File: config.mk
export PLATFORM = sky130hd
export DESIGN_NAME = line_editor_echo
export DESIGN_NICKNAME = d
export VERILOG_FILES = /design/src/hw/rtl/lee_pkg.sv /design/src/hw/rtl/lee_decode.sv /design/src/hw/rtl/line_editor_echo.sv
export VERILOG_INCLUDE_DIRS = /design/src /design/src/hw/rtl
export SDC_FILE = /design/constraint.sdc
export NUM_CORES = 1
export LEC_CHECK = 0
export BUFFER_PORTS_ARGS = -buffer_cell sky130_fd_sc_hd__buf_2
export CAP_MARGIN = 10
export CELL_PAD_IN_SITES_DETAIL_PLACEMENT = 1
export CELL_PAD_IN_SITES_GLOBAL_PLACEMENT = 2
export CORE_MARGIN = 4
export CORE_UTILIZATION = 46
export CTS_BUF_LIST = sky130_fd_sc_hd__clkbuf_8
export CTS_CLUSTER_SIZE = 12
export DETAILED_ROUTE_END_ITERATION = 8
export PLACE_DENSITY_LB_ADDON = 0.08
export SETUP_SLACK_MARGIN = 0.05
export SYNTH_ARGS = -nofsm -noshare
export SYNTH_HDL_FRONTEND = slang
export SYNTH_SLANG_ARGS = --single-unit
File: constraint.sdc
create_clock -name i_clk -period 5.7 [get_ports i_clk]
set_input_delay 0.285 -clock i_clk [delete_from_list [all_inputs] [get_ports i_clk]]
set_output_delay 0.285 -clock i_clk [all_outputs]
set_load 0.01 [all_outputs]
File: src/hw/rtl/line_editor_echo_defines.svh
// Assertion macros used by the line editor top level.
`ifndef LINE_EDITOR_ECHO_DEFINES_SVH
`define LINE_EDITOR_ECHO_DEFINES_SVH

// The consequent must hold in the same cycle as the antecedent.
`define LEE_ASSERT_NOW(lbl, ante, cons, msg) \
    lbl: assert property (@(posedge i_clk) disable iff (!i_rst_n) (ante) |-> (cons)) \
        else $error(msg);

// The consequent must hold in the cycle after the antecedent.
`define LEE_ASSERT_NEXT(lbl, ante, cons, msg) \
    lbl: assert property (@(posedge i_clk) disable iff (!i_rst_n) (ante) |=> (cons)) \
        else $error(msg);

`endif

File: src/hw/rtl/lee_pkg.sv
// Types and constants of the line editor.
package lee_pkg;

    // Cursor width covers every supported line length.
    localparam int CUR_W = 6;

    // Byte codes.
    localparam logic [7:0] CODE_CTRL_W = 8'd23;
    localparam logic [7:0] CODE_CTRL_D = 8'd4;
    localparam logic [7:0] CODE_BEL    = 8'd7;
    localparam logic [7:0] CODE_CR     = 8'd13;
    localparam logic [7:0] CODE_NL     = 8'd10;
    localparam logic [7:0] CODE_SPACE  = 8'd32;
    localparam logic [7:0] CODE_CTL_HI = 8'd31;
    localparam logic [7:0] CODE_DEL    = 8'd127;

    // Reset values of the configuration registers.
    localparam logic [7:0] ERASE_RST = 8'd127;
    localparam logic [7:0] KILL_RST  = 8'd21;

    // Register indexes on the configuration port.
    localparam logic REG_ERASE = 1'b0;
    localparam logic REG_KILL  = 1'b1;

    // Clear-line sequence ESC [ 1 K followed by CR.
    localparam logic [7:0] CLEAR_SEQ [4] = '{8'd27, 8'd91, 8'd49, 8'd75};
    localparam logic [2:0] CLEAR_CR_IDX = 3'd4;

    // Command decoded from one typed byte.
    typedef enum logic [2:0] {
        OP_NONE,
        OP_ERASE,
        OP_KILL,
        OP_WORD,
        OP_END,
        OP_BEL,
        OP_ECHO,
        OP_FULL
    } t_op;

    typedef struct packed {
        t_op  op;
        logic newline;
    } t_cmd;

    // Sequencer states.
    typedef enum logic [1:0] {
        ST_IDLE,
        ST_WALK,
        ST_CLEAR,
        ST_RETYPE
    } t_state;

endpackage

File: src/hw/rtl/lee_decode.sv
// Classifies a typed byte into an editor command by priority.
module lee_decode (
    input  logic          [7:0] i_byte,
    input  logic          [7:0] i_erase_char,
    input  logic          [7:0] i_kill_char,
    input  logic                i_ended,
    input  logic                i_cursor_zero,
    input  logic                i_line_full,
    output lee_pkg::t_cmd       o_cmd
);
    import lee_pkg::*;

    // Checks run in fixed priority: ended session, erase, kill, word erase, end, control, store.
    always_comb begin
        o_cmd.newline = (i_byte == CODE_NL);
        if (i_ended) begin
            o_cmd.op = OP_NONE;
        end else if (i_byte == i_erase_char) begin
            o_cmd.op = i_cursor_zero ? OP_NONE : OP_ERASE;
        end else if (i_byte == i_kill_char) begin
            o_cmd.op = OP_KILL;
        end else if (i_byte == CODE_CTRL_W) begin
            o_cmd.op = OP_WORD;
        end else if (i_byte == CODE_CTRL_D) begin
            o_cmd.op = i_cursor_zero ? OP_END : OP_NONE;
        end else if ((i_byte <= CODE_CTL_HI || i_byte >= CODE_DEL) && i_byte != CODE_NL) begin
            o_cmd.op = OP_BEL;
        end else if (!i_line_full) begin
            o_cmd.op = OP_ECHO;
        end else begin
            o_cmd.op = OP_FULL;
        end
    end

endmodule

File: src/hw/rtl/line_editor_echo.sv
// Top level of the line editor: line store, cursor, sequencer and result register.
//
// Input channel: one typed byte per beat (i_in_valid / o_in_ready / i_in_byte).
// Output channel: one echo result per beat (o_out_valid / i_out_ready) with
// o_out_byte, o_byte_valid, o_session_end and o_last; o_last marks the final
// result caused by an input byte. An input that causes no result gives no beat.
// Configuration: APB-style port, erase_char at address 0, kill_char at 4.
// Steps per item: a byte that gives one result (echo, bell, full line,
// session end) or none goes straight to the result register. Kill sends the
// clear-line sequence and CR; erase sends them and then retypes the stored
// line up to the new cursor; word erase first walks back through the stored
// bytes to the word boundary, then clears and retypes. The sequencer moves one
// byte per cycle through the single read port of the line store, which sets
// the pace, and waits while the receiver stalls. A single result is registered
// and appears in the cycle after the input beat; erase and kill give their
// first result from the clear state after it, and word erase after the walk.
// Reset clears the cursor, the session-ended flag and both registers to their
// defaults; the line store is not cleared. When the receiver stalls, the
// result register holds its beat and the sequencer waits; a new input is
// taken only when the sequencer is idle and the result register can load.
module line_editor_echo #(
    parameter int LINE_LENGTH = 40
) (
    input  logic        i_clk,
    input  logic        i_rst_n,
    // Input channel.
    input  logic        i_in_valid,
    output logic        o_in_ready,
    input  logic [7:0]  i_in_byte,
    // Output channel.
    output logic        o_out_valid,
    input  logic        i_out_ready,
    output logic [7:0]  o_out_byte,
    output logic        o_byte_valid,
    output logic        o_session_end,
    output logic        o_last,
    // Configuration port.
    input  logic        psel,
    input  logic        penable,
    input  logic        pwrite,
    input  logic [2:0]  paddr,
    input  logic [31:0] pwdata,
    output logic [31:0] prdata,
    output logic        pready
);
    import lee_pkg::*;
    `include "line_editor_echo_defines.svh"

    localparam int AW = (LINE_LENGTH > 1) ? $clog2(LINE_LENGTH) : 1;
    localparam logic [CUR_W-1:0] LINE_LEN_C = CUR_W'(LINE_LENGTH);

    // Registers.
    t_state           r_state, n_state;
    logic [CUR_W-1:0] r_cursor, n_cursor;
    logic [CUR_W-1:0] r_idx, n_idx;
    logic [2:0]       r_cnt, n_cnt;
    logic             r_ended, n_ended;
    logic             r_seen, n_seen;
    logic             r_retype, n_retype;
    logic [7:0]       r_erase, r_kill;
    logic [7:0]       r_line [LINE_LENGTH];
    logic [7:0]       r_rd_data;
    logic             r_out_valid, n_out_valid;
    logic [7:0]       r_out_byte, n_out_byte;
    logic             r_out_bvalid, n_out_bvalid;
    logic             r_out_end, n_out_end;
    logic             r_out_last, n_out_last;

    // Combinational signals.
    t_cmd             cmd;
    logic             slot_free;
    logic             in_fire;
    logic             emit;
    logic             mem_we;
    logic [CUR_W-1:0] rd_ptr;
    logic             cfg_we;

    // Configuration register access.
    assign pready = 1'b1;
    assign cfg_we = psel && penable && pwrite && pready;
    assign prdata = {24'd0, (paddr[2] == REG_KILL) ? r_kill : r_erase};

    always_ff @(posedge i_clk) begin
        if (!i_rst_n) begin
            r_erase <= ERASE_RST;
            r_kill  <= KILL_RST;
        end else if (cfg_we) begin
            if (paddr[2] == REG_ERASE) begin
                r_erase <= pwdata[7:0];
            end else begin
                r_kill <= pwdata[7:0];
            end
        end
    end

    // Handshakes.
    assign slot_free  = !r_out_valid || i_out_ready;
    assign o_in_ready = (r_state == ST_IDLE) && slot_free;
    assign in_fire    = i_in_valid && o_in_ready;

    // Byte classification.
    lee_decode u_decode (
        .i_byte        (i_in_byte),
        .i_erase_char  (r_erase),
        .i_kill_char   (r_kill),
        .i_ended       (r_ended),
        .i_cursor_zero (r_cursor == '0),
        .i_line_full   (r_cursor >= LINE_LEN_C),
        .o_cmd         (cmd)
    );

    // Next state of the sequencer.
    always_comb begin
        n_state = r_state;
        case (r_state)
            ST_IDLE: begin
                if (in_fire) begin
                    case (cmd.op)
                        OP_ERASE, OP_KILL: n_state = ST_CLEAR;
                        OP_WORD:           n_state = ST_WALK;
                        default:           n_state = ST_IDLE;
                    endcase
                end
            end
            ST_WALK: begin
                if (r_idx == '0) begin
                    n_state = ST_CLEAR;
                end else if (r_rd_data != CODE_SPACE && r_seen) begin
                    n_state = ST_CLEAR;
                end
            end
            ST_CLEAR: begin
                if (slot_free && r_cnt == CLEAR_CR_IDX) begin
                    n_state = (r_retype && r_cursor != '0) ? ST_RETYPE : ST_IDLE;
                end
            end
            ST_RETYPE: begin
                if (slot_free && r_idx == r_cursor - CUR_W'(1)) begin
                    n_state = ST_IDLE;
                end
            end
            default: n_state = ST_IDLE;
        endcase
    end

    // Datapath and result generation of the sequencer.
    always_comb begin
        n_cursor     = r_cursor;
        n_idx        = r_idx;
        n_cnt        = r_cnt;
        n_ended      = r_ended;
        n_seen       = r_seen;
        n_retype     = r_retype;
        emit         = 1'b0;
        mem_we       = 1'b0;
        n_out_byte   = r_out_byte;
        n_out_bvalid = r_out_bvalid;
        n_out_end    = r_out_end;
        n_out_last   = r_out_last;
        case (r_state)
            ST_IDLE: begin
                if (in_fire) begin
                    n_cnt    = '0;
                    n_seen   = 1'b0;
                    n_idx    = '0;
                    n_retype = 1'b1;
                    case (cmd.op)
                        OP_ERASE: begin
                            n_cursor = r_cursor - CUR_W'(1);
                        end
                        OP_KILL: begin
                            n_cursor = '0;
                            n_retype = 1'b0;
                        end
                        OP_WORD: begin
                            n_idx = r_cursor;
                        end
                        OP_END: begin
                            n_ended      = 1'b1;
                            emit         = 1'b1;
                            n_out_byte   = '0;
                            n_out_bvalid = 1'b0;
                            n_out_end    = 1'b1;
                            n_out_last   = 1'b1;
                        end
                        OP_BEL: begin
                            emit         = 1'b1;
                            n_out_byte   = CODE_BEL;
                            n_out_bvalid = 1'b1;
                            n_out_end    = 1'b0;
                            n_out_last   = 1'b1;
                        end
                        OP_ECHO: begin
                            emit         = 1'b1;
                            mem_we       = 1'b1;
                            n_out_byte   = i_in_byte;
                            n_out_bvalid = 1'b1;
                            n_out_end    = 1'b0;
                            n_out_last   = 1'b1;
                            n_cursor     = cmd.newline ? '0 : r_cursor + CUR_W'(1);
                        end
                        OP_FULL: begin
                            emit         = 1'b1;
                            n_out_byte   = CODE_NL;
                            n_out_bvalid = 1'b1;
                            n_out_end    = 1'b0;
                            n_out_last   = 1'b1;
                            n_cursor     = '0;
                        end
                        default: begin
                            n_idx = r_idx;
                        end
                    endcase
                end
            end
            ST_WALK: begin
                // Walk back over the word and the spaces before it.
                if (r_idx == '0) begin
                    n_cursor = '0;
                end else if (r_rd_data == CODE_SPACE) begin
                    n_seen = 1'b1;
                    n_idx  = r_idx - CUR_W'(1);
                end else if (r_seen) begin
                    n_cursor = r_idx;
                    n_idx    = '0;
                end else begin
                    n_idx = r_idx - CUR_W'(1);
                end
                if (n_state == ST_CLEAR) begin
                    n_idx = '0;
                end
            end
            ST_CLEAR: begin
                // Clear-line sequence, then CR.
                if (slot_free) begin
                    emit         = 1'b1;
                    n_out_bvalid = 1'b1;
                    n_out_end    = 1'b0;
                    if (r_cnt == CLEAR_CR_IDX) begin
                        n_out_byte = CODE_CR;
                        n_out_last = !(r_retype && r_cursor != '0);
                    end else begin
                        n_out_byte = CLEAR_SEQ[r_cnt[1:0]];
                        n_out_last = 1'b0;
                        n_cnt      = r_cnt + 3'd1;
                    end
                end
            end
            ST_RETYPE: begin
                // Retype the stored line, one byte per beat.
                if (slot_free) begin
                    emit         = 1'b1;
                    n_out_byte   = r_rd_data;
                    n_out_bvalid = 1'b1;
                    n_out_end    = 1'b0;
                    n_out_last   = (r_idx == r_cursor - CUR_W'(1));
                    n_idx        = r_idx + CUR_W'(1);
                end
            end
            default: begin
                n_idx = r_idx;
            end
        endcase
        n_out_valid = emit ? 1'b1 : (i_out_ready ? 1'b0 : r_out_valid);
    end

    // The walk reads the byte before its position; everything else reads at it.
    assign rd_ptr = (n_state == ST_WALK) ? n_idx - CUR_W'(1) : n_idx;

    // Line store: one write port, one registered read port.
    always_ff @(posedge i_clk) begin
        if (mem_we) begin
            r_line[r_cursor[AW-1:0]] <= i_in_byte;
        end
        if (rd_ptr < LINE_LEN_C) begin
            r_rd_data <= r_line[rd_ptr[AW-1:0]];
        end
    end

    // Control state.
    always_ff @(posedge i_clk) begin
        if (!i_rst_n) begin
            r_state     <= ST_IDLE;
            r_cursor    <= '0;
            r_idx       <= '0;
            r_cnt       <= '0;
            r_ended     <= 1'b0;
            r_seen      <= 1'b0;
            r_retype    <= 1'b0;
            r_out_valid <= 1'b0;
        end else begin
            r_state     <= n_state;
            r_cursor    <= n_cursor;
            r_idx       <= n_idx;
            r_cnt       <= n_cnt;
            r_ended     <= n_ended;
            r_seen      <= n_seen;
            r_retype    <= n_retype;
            r_out_valid <= n_out_valid;
        end
    end

    // Result register payload.
    always_ff @(posedge i_clk) begin
        r_out_byte   <= n_out_byte;
        r_out_bvalid <= n_out_bvalid;
        r_out_end    <= n_out_end;
        r_out_last   <= n_out_last;
    end

    assign o_out_valid   = r_out_valid;
    assign o_out_byte    = r_out_byte;
    assign o_byte_valid  = r_out_bvalid;
    assign o_session_end = r_out_end;
    assign o_last        = r_out_last;

    // Checks on the editor state.
    `LEE_ASSERT_NOW(a_cursor_range, 1'b1, r_cursor <= LINE_LEN_C, "cursor past line end")
    `LEE_ASSERT_NEXT(a_ended_sticky, r_ended, r_ended && $stable(r_cursor), "ended session changed")
    `LEE_ASSERT_NOW(a_end_beat, o_out_valid && o_session_end, !o_byte_valid && o_last,
        "session end beat malformed")
    `LEE_ASSERT_NOW(a_retype_idx, r_state == ST_RETYPE, r_idx < r_cursor, "retype past cursor")

endmodule
==> results.tsv <==
stage	metric	value	unit
run_status	status	finished, final reports clean	
drt	first_iter_violations	739	
sta	setup_violations	0	
synthesis	ys_seq_elements	376	
floorplan	dieArea	0.0398	sq mm
sta	fin_crit_sh	0.909	
critical_path	arrival	5.58	ns
floorplan	fp.dieH	199	um
placement	portBuffers	44	
global_routing	grt_util_all_layers	0.225	
synthesis	synth_warnings	0	
placement	gp_congestion	0.865	
synthesis	synth_top_area_frac	0.603	
clocking	insertion_delay	0.67	ns
clocking	cts-resized-gates	0	
synthesis	synthArstFlopShare	0	
hold_path	holdPathEnd	r_erase[3]$_SDFFE_PN1P_	
hold_path	hp-class	in2reg	
drt	via_per_inst	5.70	
pwr	vdd_drop_max	0.201	mV
drt	avgRoutedWirePerCell	24.9	um
critical_path	required	6.10	ns
synthesis	synth_cell_types	76	
critical_path	reg2reg_to	r_rd_data[1]$_DFFE_PN_	
clocking	post_cts_buffers	0	
global_routing	grt_max_degree	81	
sta	max_slew_margin	0.440	
pwr	swShare	0.239	
pwr	seqPwrFrac	0.550	
sta	clock_skew	0.0371	ns
drt	totalWireLength	44100	um
cells_and_area	finalNonFillerCells	1772	
synthesis	synth_top_area_cell	edfxtp_1	
clocking	cts_sinks	376	
placement	hpwl	29400	um
floorplan	ios	96	
synthesis	ys_seq_area_frac	0.647	
pwr	switchingPower	1.33	mW
sta	setup_tns	0	ns
drt	drt.antenna.violating_nets	0	
global_routing	antenna_found_initial	0	
global_routing	grt_pass1_vias	10700	
sta	fin_ws	0.516	ns
sta	rsz0062_at_grt	no	
pwr	internal_power	4.24	mW
global_routing	grt_overflow	0	
clocking	root_buffer	clkbuf_8	
sta	hold_viol	0	
placement	placedCellCount	1649	
critical_path	endpoint_kind	flop	
clocking	h-tree-depth	2	
synthesis	synth_edf_count	339	
floorplan	coreArea	0.0358	sq mm
cells_and_area	fin_nets	1321	
placement	post-place-ws	0.472	ns
critical_path	r2r_start	r_cursor[0]$_SDFFE_PN0P_	
floorplan	initial_utilization	0.471	
synthesis	synth.cell_area	0.0169	sq mm
floorplan	die_width	199	um
cells_and_area	layout-drive-gt1-share	0.200	
sta	tightest_slew	0.837	ns
pwr	power	5.57	mW
floorplan	num_rows	69	
synthesis	dominantRegCellSynth	edfxtp_1	
sta	max_freq	0.193	GHz
pwr	clkPwrFrac	0.390	
hold_path	whs_path_depth	2	
synthesis	ys_top_cells_by_area	edfxtp_1 60%, mux2i_1 5.5%, mux4_2 5.2%	
cells_and_area	area_growth_syn_to_layout	12.4	%
critical_path	r2r.worst_path.cells	16	
sta	min_period	5.18	ns
critical_path	cp_max_fo	32	
clocking	tritoncts	done	
clocking	cts_buffers	60	
drt	dr.pass1.iters	4	
pwr	combPwrFrac	0.060	
critical_path	cp-start-kind	flop	
synthesis	postSynthCellCount	1152	
drt	vias	10100	
pwr	power.density	294	mW/mm^2
clocking	cts_buffer_depth	3	
drt	remaining_drc_errors	0	
hold_path	hp-start	i_rst_n	
job	cap_violations	0	
critical_path	critPathKind	reg2reg	
sta	slew_violations	0	
pwr	p_leak	6.98	nW
synthesis	avgSynthCellArea	14.6	sq um
clocking	path_clk_slew	0.06	ns
critical_path	r2r_slack	0.52	ns
global_routing	grt_pass1_wl	66700	um
cells_and_area	filler_cell_count	3546	
[cell families (layout without fill, tap and decap cells)]
logic type,count (synthesis),count (layout),share of synthesized area
AND/OR/NAND/NOR,304,304,0.0848
buffers and inverters,98,233,0.0323
flip-flops,376,376,0.647
AO/OA/AOI/OAI,156,156,0.0657
other,2,26,0.000445
adder cells (fa/ha/maj),11,11,0.00816
XOR/XNOR,32,32,0.0183
multiplexers,173,173,0.143
[synthesized netlist by cell type, types with 3 or more instances]
cell type and number:
nor3_1 13, a21oi_2 3, a22oi_1 5, mux4_1 9, nor2b_1 3, a221oi_1 4, edfxtp_1 339, xnor2_1 14
and3_1 4, a21o_1 3, dfxtp_1 37, buf_4 30, xor2_1 16, o21a_1 3, and4_1 10, and2_1 9
or2_2 4, inv_1 15, o31ai_1 4, nor4_1 6, nand2b_1 6, buf_6 6, a2bb2oi_1 8, nand3_1 28
mux2_2 32, nor2_1 85, mux2i_1 92, o211ai_1 21, mux4_2 39, buf_1 3, buf_2 16, o21ai_0 29
a21oi_1 33, o22ai_1 4, ha_1 11, or3_1 11, nand4_1 9, clkbuf_1 27, a31oi_1 10, a211oi_1 3
nand2_1 104
[power groups by stage]
stage	Clock [mW]	Sequential, mW	Combinational, mW
detailed placement	0	3.12	0.329
CTS	2.24	3.06	0.335
global placement	0	3.12	0.322
floorplan	0	3.11	0.206
finish	2.17	3.06	0.333
global route	2.38	3.06	0.365
[through the flow]
stage | utilization | hold WS, ns | cell area [sq um]
6_report | 0.529 | 0.0426 | 19000
3_5_place_dp | 0.495 | 0.480 | 17700
3_3_place_gp | 0.495 | 0.472 | 17700
5_1_grt | 0.529 | 0.0319 | 19000
2_1_floorplan | - | 0.384 | 17000
4_1_cts | 0.529 | 0.0144 | 19000
[flip-flops by register name, indices dropped and copies added, names as in the netlist]
signal and flops:
o_out_byte 8, r_retype 1, r_kill 8, o_out_valid 1
r_idx 6, o_last 1, r_ended 1, r_seen 1
r_rd_data 8, r_cursor 6, o_session_end 1, r_state 2
r_erase 8, o_byte_valid 1, r_line 320, r_cnt 3
[worst max path at each step]
stage                                   startpoint  slack (ns)                      to  cells after the start
after floorplan           r_cursor[0]$_SDFFE_PN0P_        1.46  r_rd_data[0]$_DFFE_PN_                     13
after global placement                i_in_byte[3]        0.61  r_rd_data[7]$_DFFE_PN_                     17
after detailed placement              i_in_byte[3]        0.47  r_rd_data[7]$_DFFE_PN_                     17
after CTS                 r_cursor[0]$_SDFFE_PN0P_        0.50  r_rd_data[7]$_DFFE_PN_                     16
after global routing      r_cursor[0]$_SDFFE_PN0P_        0.29  r_rd_data[1]$_DFFE_PN_                     16
final                     r_cursor[0]$_SDFFE_PN0P_        0.52  r_rd_data[1]$_DFFE_PN_                     16
[cell type report]
cell class	count	area, sq um	area share
multi-input cells	701	5520	0.291
well taps	461	577	0.0304
diodes	1	2.50	0.000132
clock buffers	64	881	0.0465
clock inverters	48	250	0.0132
repair buffers	105	741	0.0391
flip-flops and latches	376	10900	0.576
inverters	16	60.1	0.00317
[placed cells by master, fill, tap and decap left out, types with 5 or more instances in the layout]
master	instances
and4_1	10
nand3_1	28
a21oi_1	33
or3_1	11
clkinv_2	8
nand2b_1	6
xor2_1	15
mux4_1	9
ha_1	11
dfxtp_1	37
nand2_1	104
clkbuf_8	64
buf_2	44
and2_1	9
o21ai_0	29
a2bb2oi_1	8
nor3_1	13
clkinv_1	19
nor2_1	85
mux4_2	39
nor4_1	6
a22oi_1	5
mux2i_1	92
xnor2_1	14
conb_1	25
a31oi_1	10
nand4_1	9
inv_1	33
dlygate4sd3_1	10
mux2_2	32
buf_4	48
edfxtp_1	339
o211ai_1	21
[layer usage]
layer	vias to the layer above	GRT usage	routed length, um
met4	0	0.0553	717
met2	180	0.369	21700
met1	5224	0.316	19800
met5	-	0	0
met3	55	0.0391	1930
li1	4633	-	-
[worst max-delay path, stage by stage, from the launching register on]
cell	delay, ns
dfxtp_1	0.43
inv_1	0.25
ha_1	0.19
nand3_1	0.23
and3_1	0.25
a41o_1	0.30
or2_2	0.30
a21oi_1	0.34
and2_1	0.21
ha_1	0.30
nand2_1	0.17
xor2_4	0.25
buf_12	0.28
mux4_2	0.55
mux2i_1	0.48
nand2_1	0.12
and4_1	0.22
[timing repair]
action                     CTS  global route
hold endpoints to repair    20             0
setup endpoints to repair    0             0
hold buffers                10             0
No activity file was read; power rests on OpenSTA's default activity.
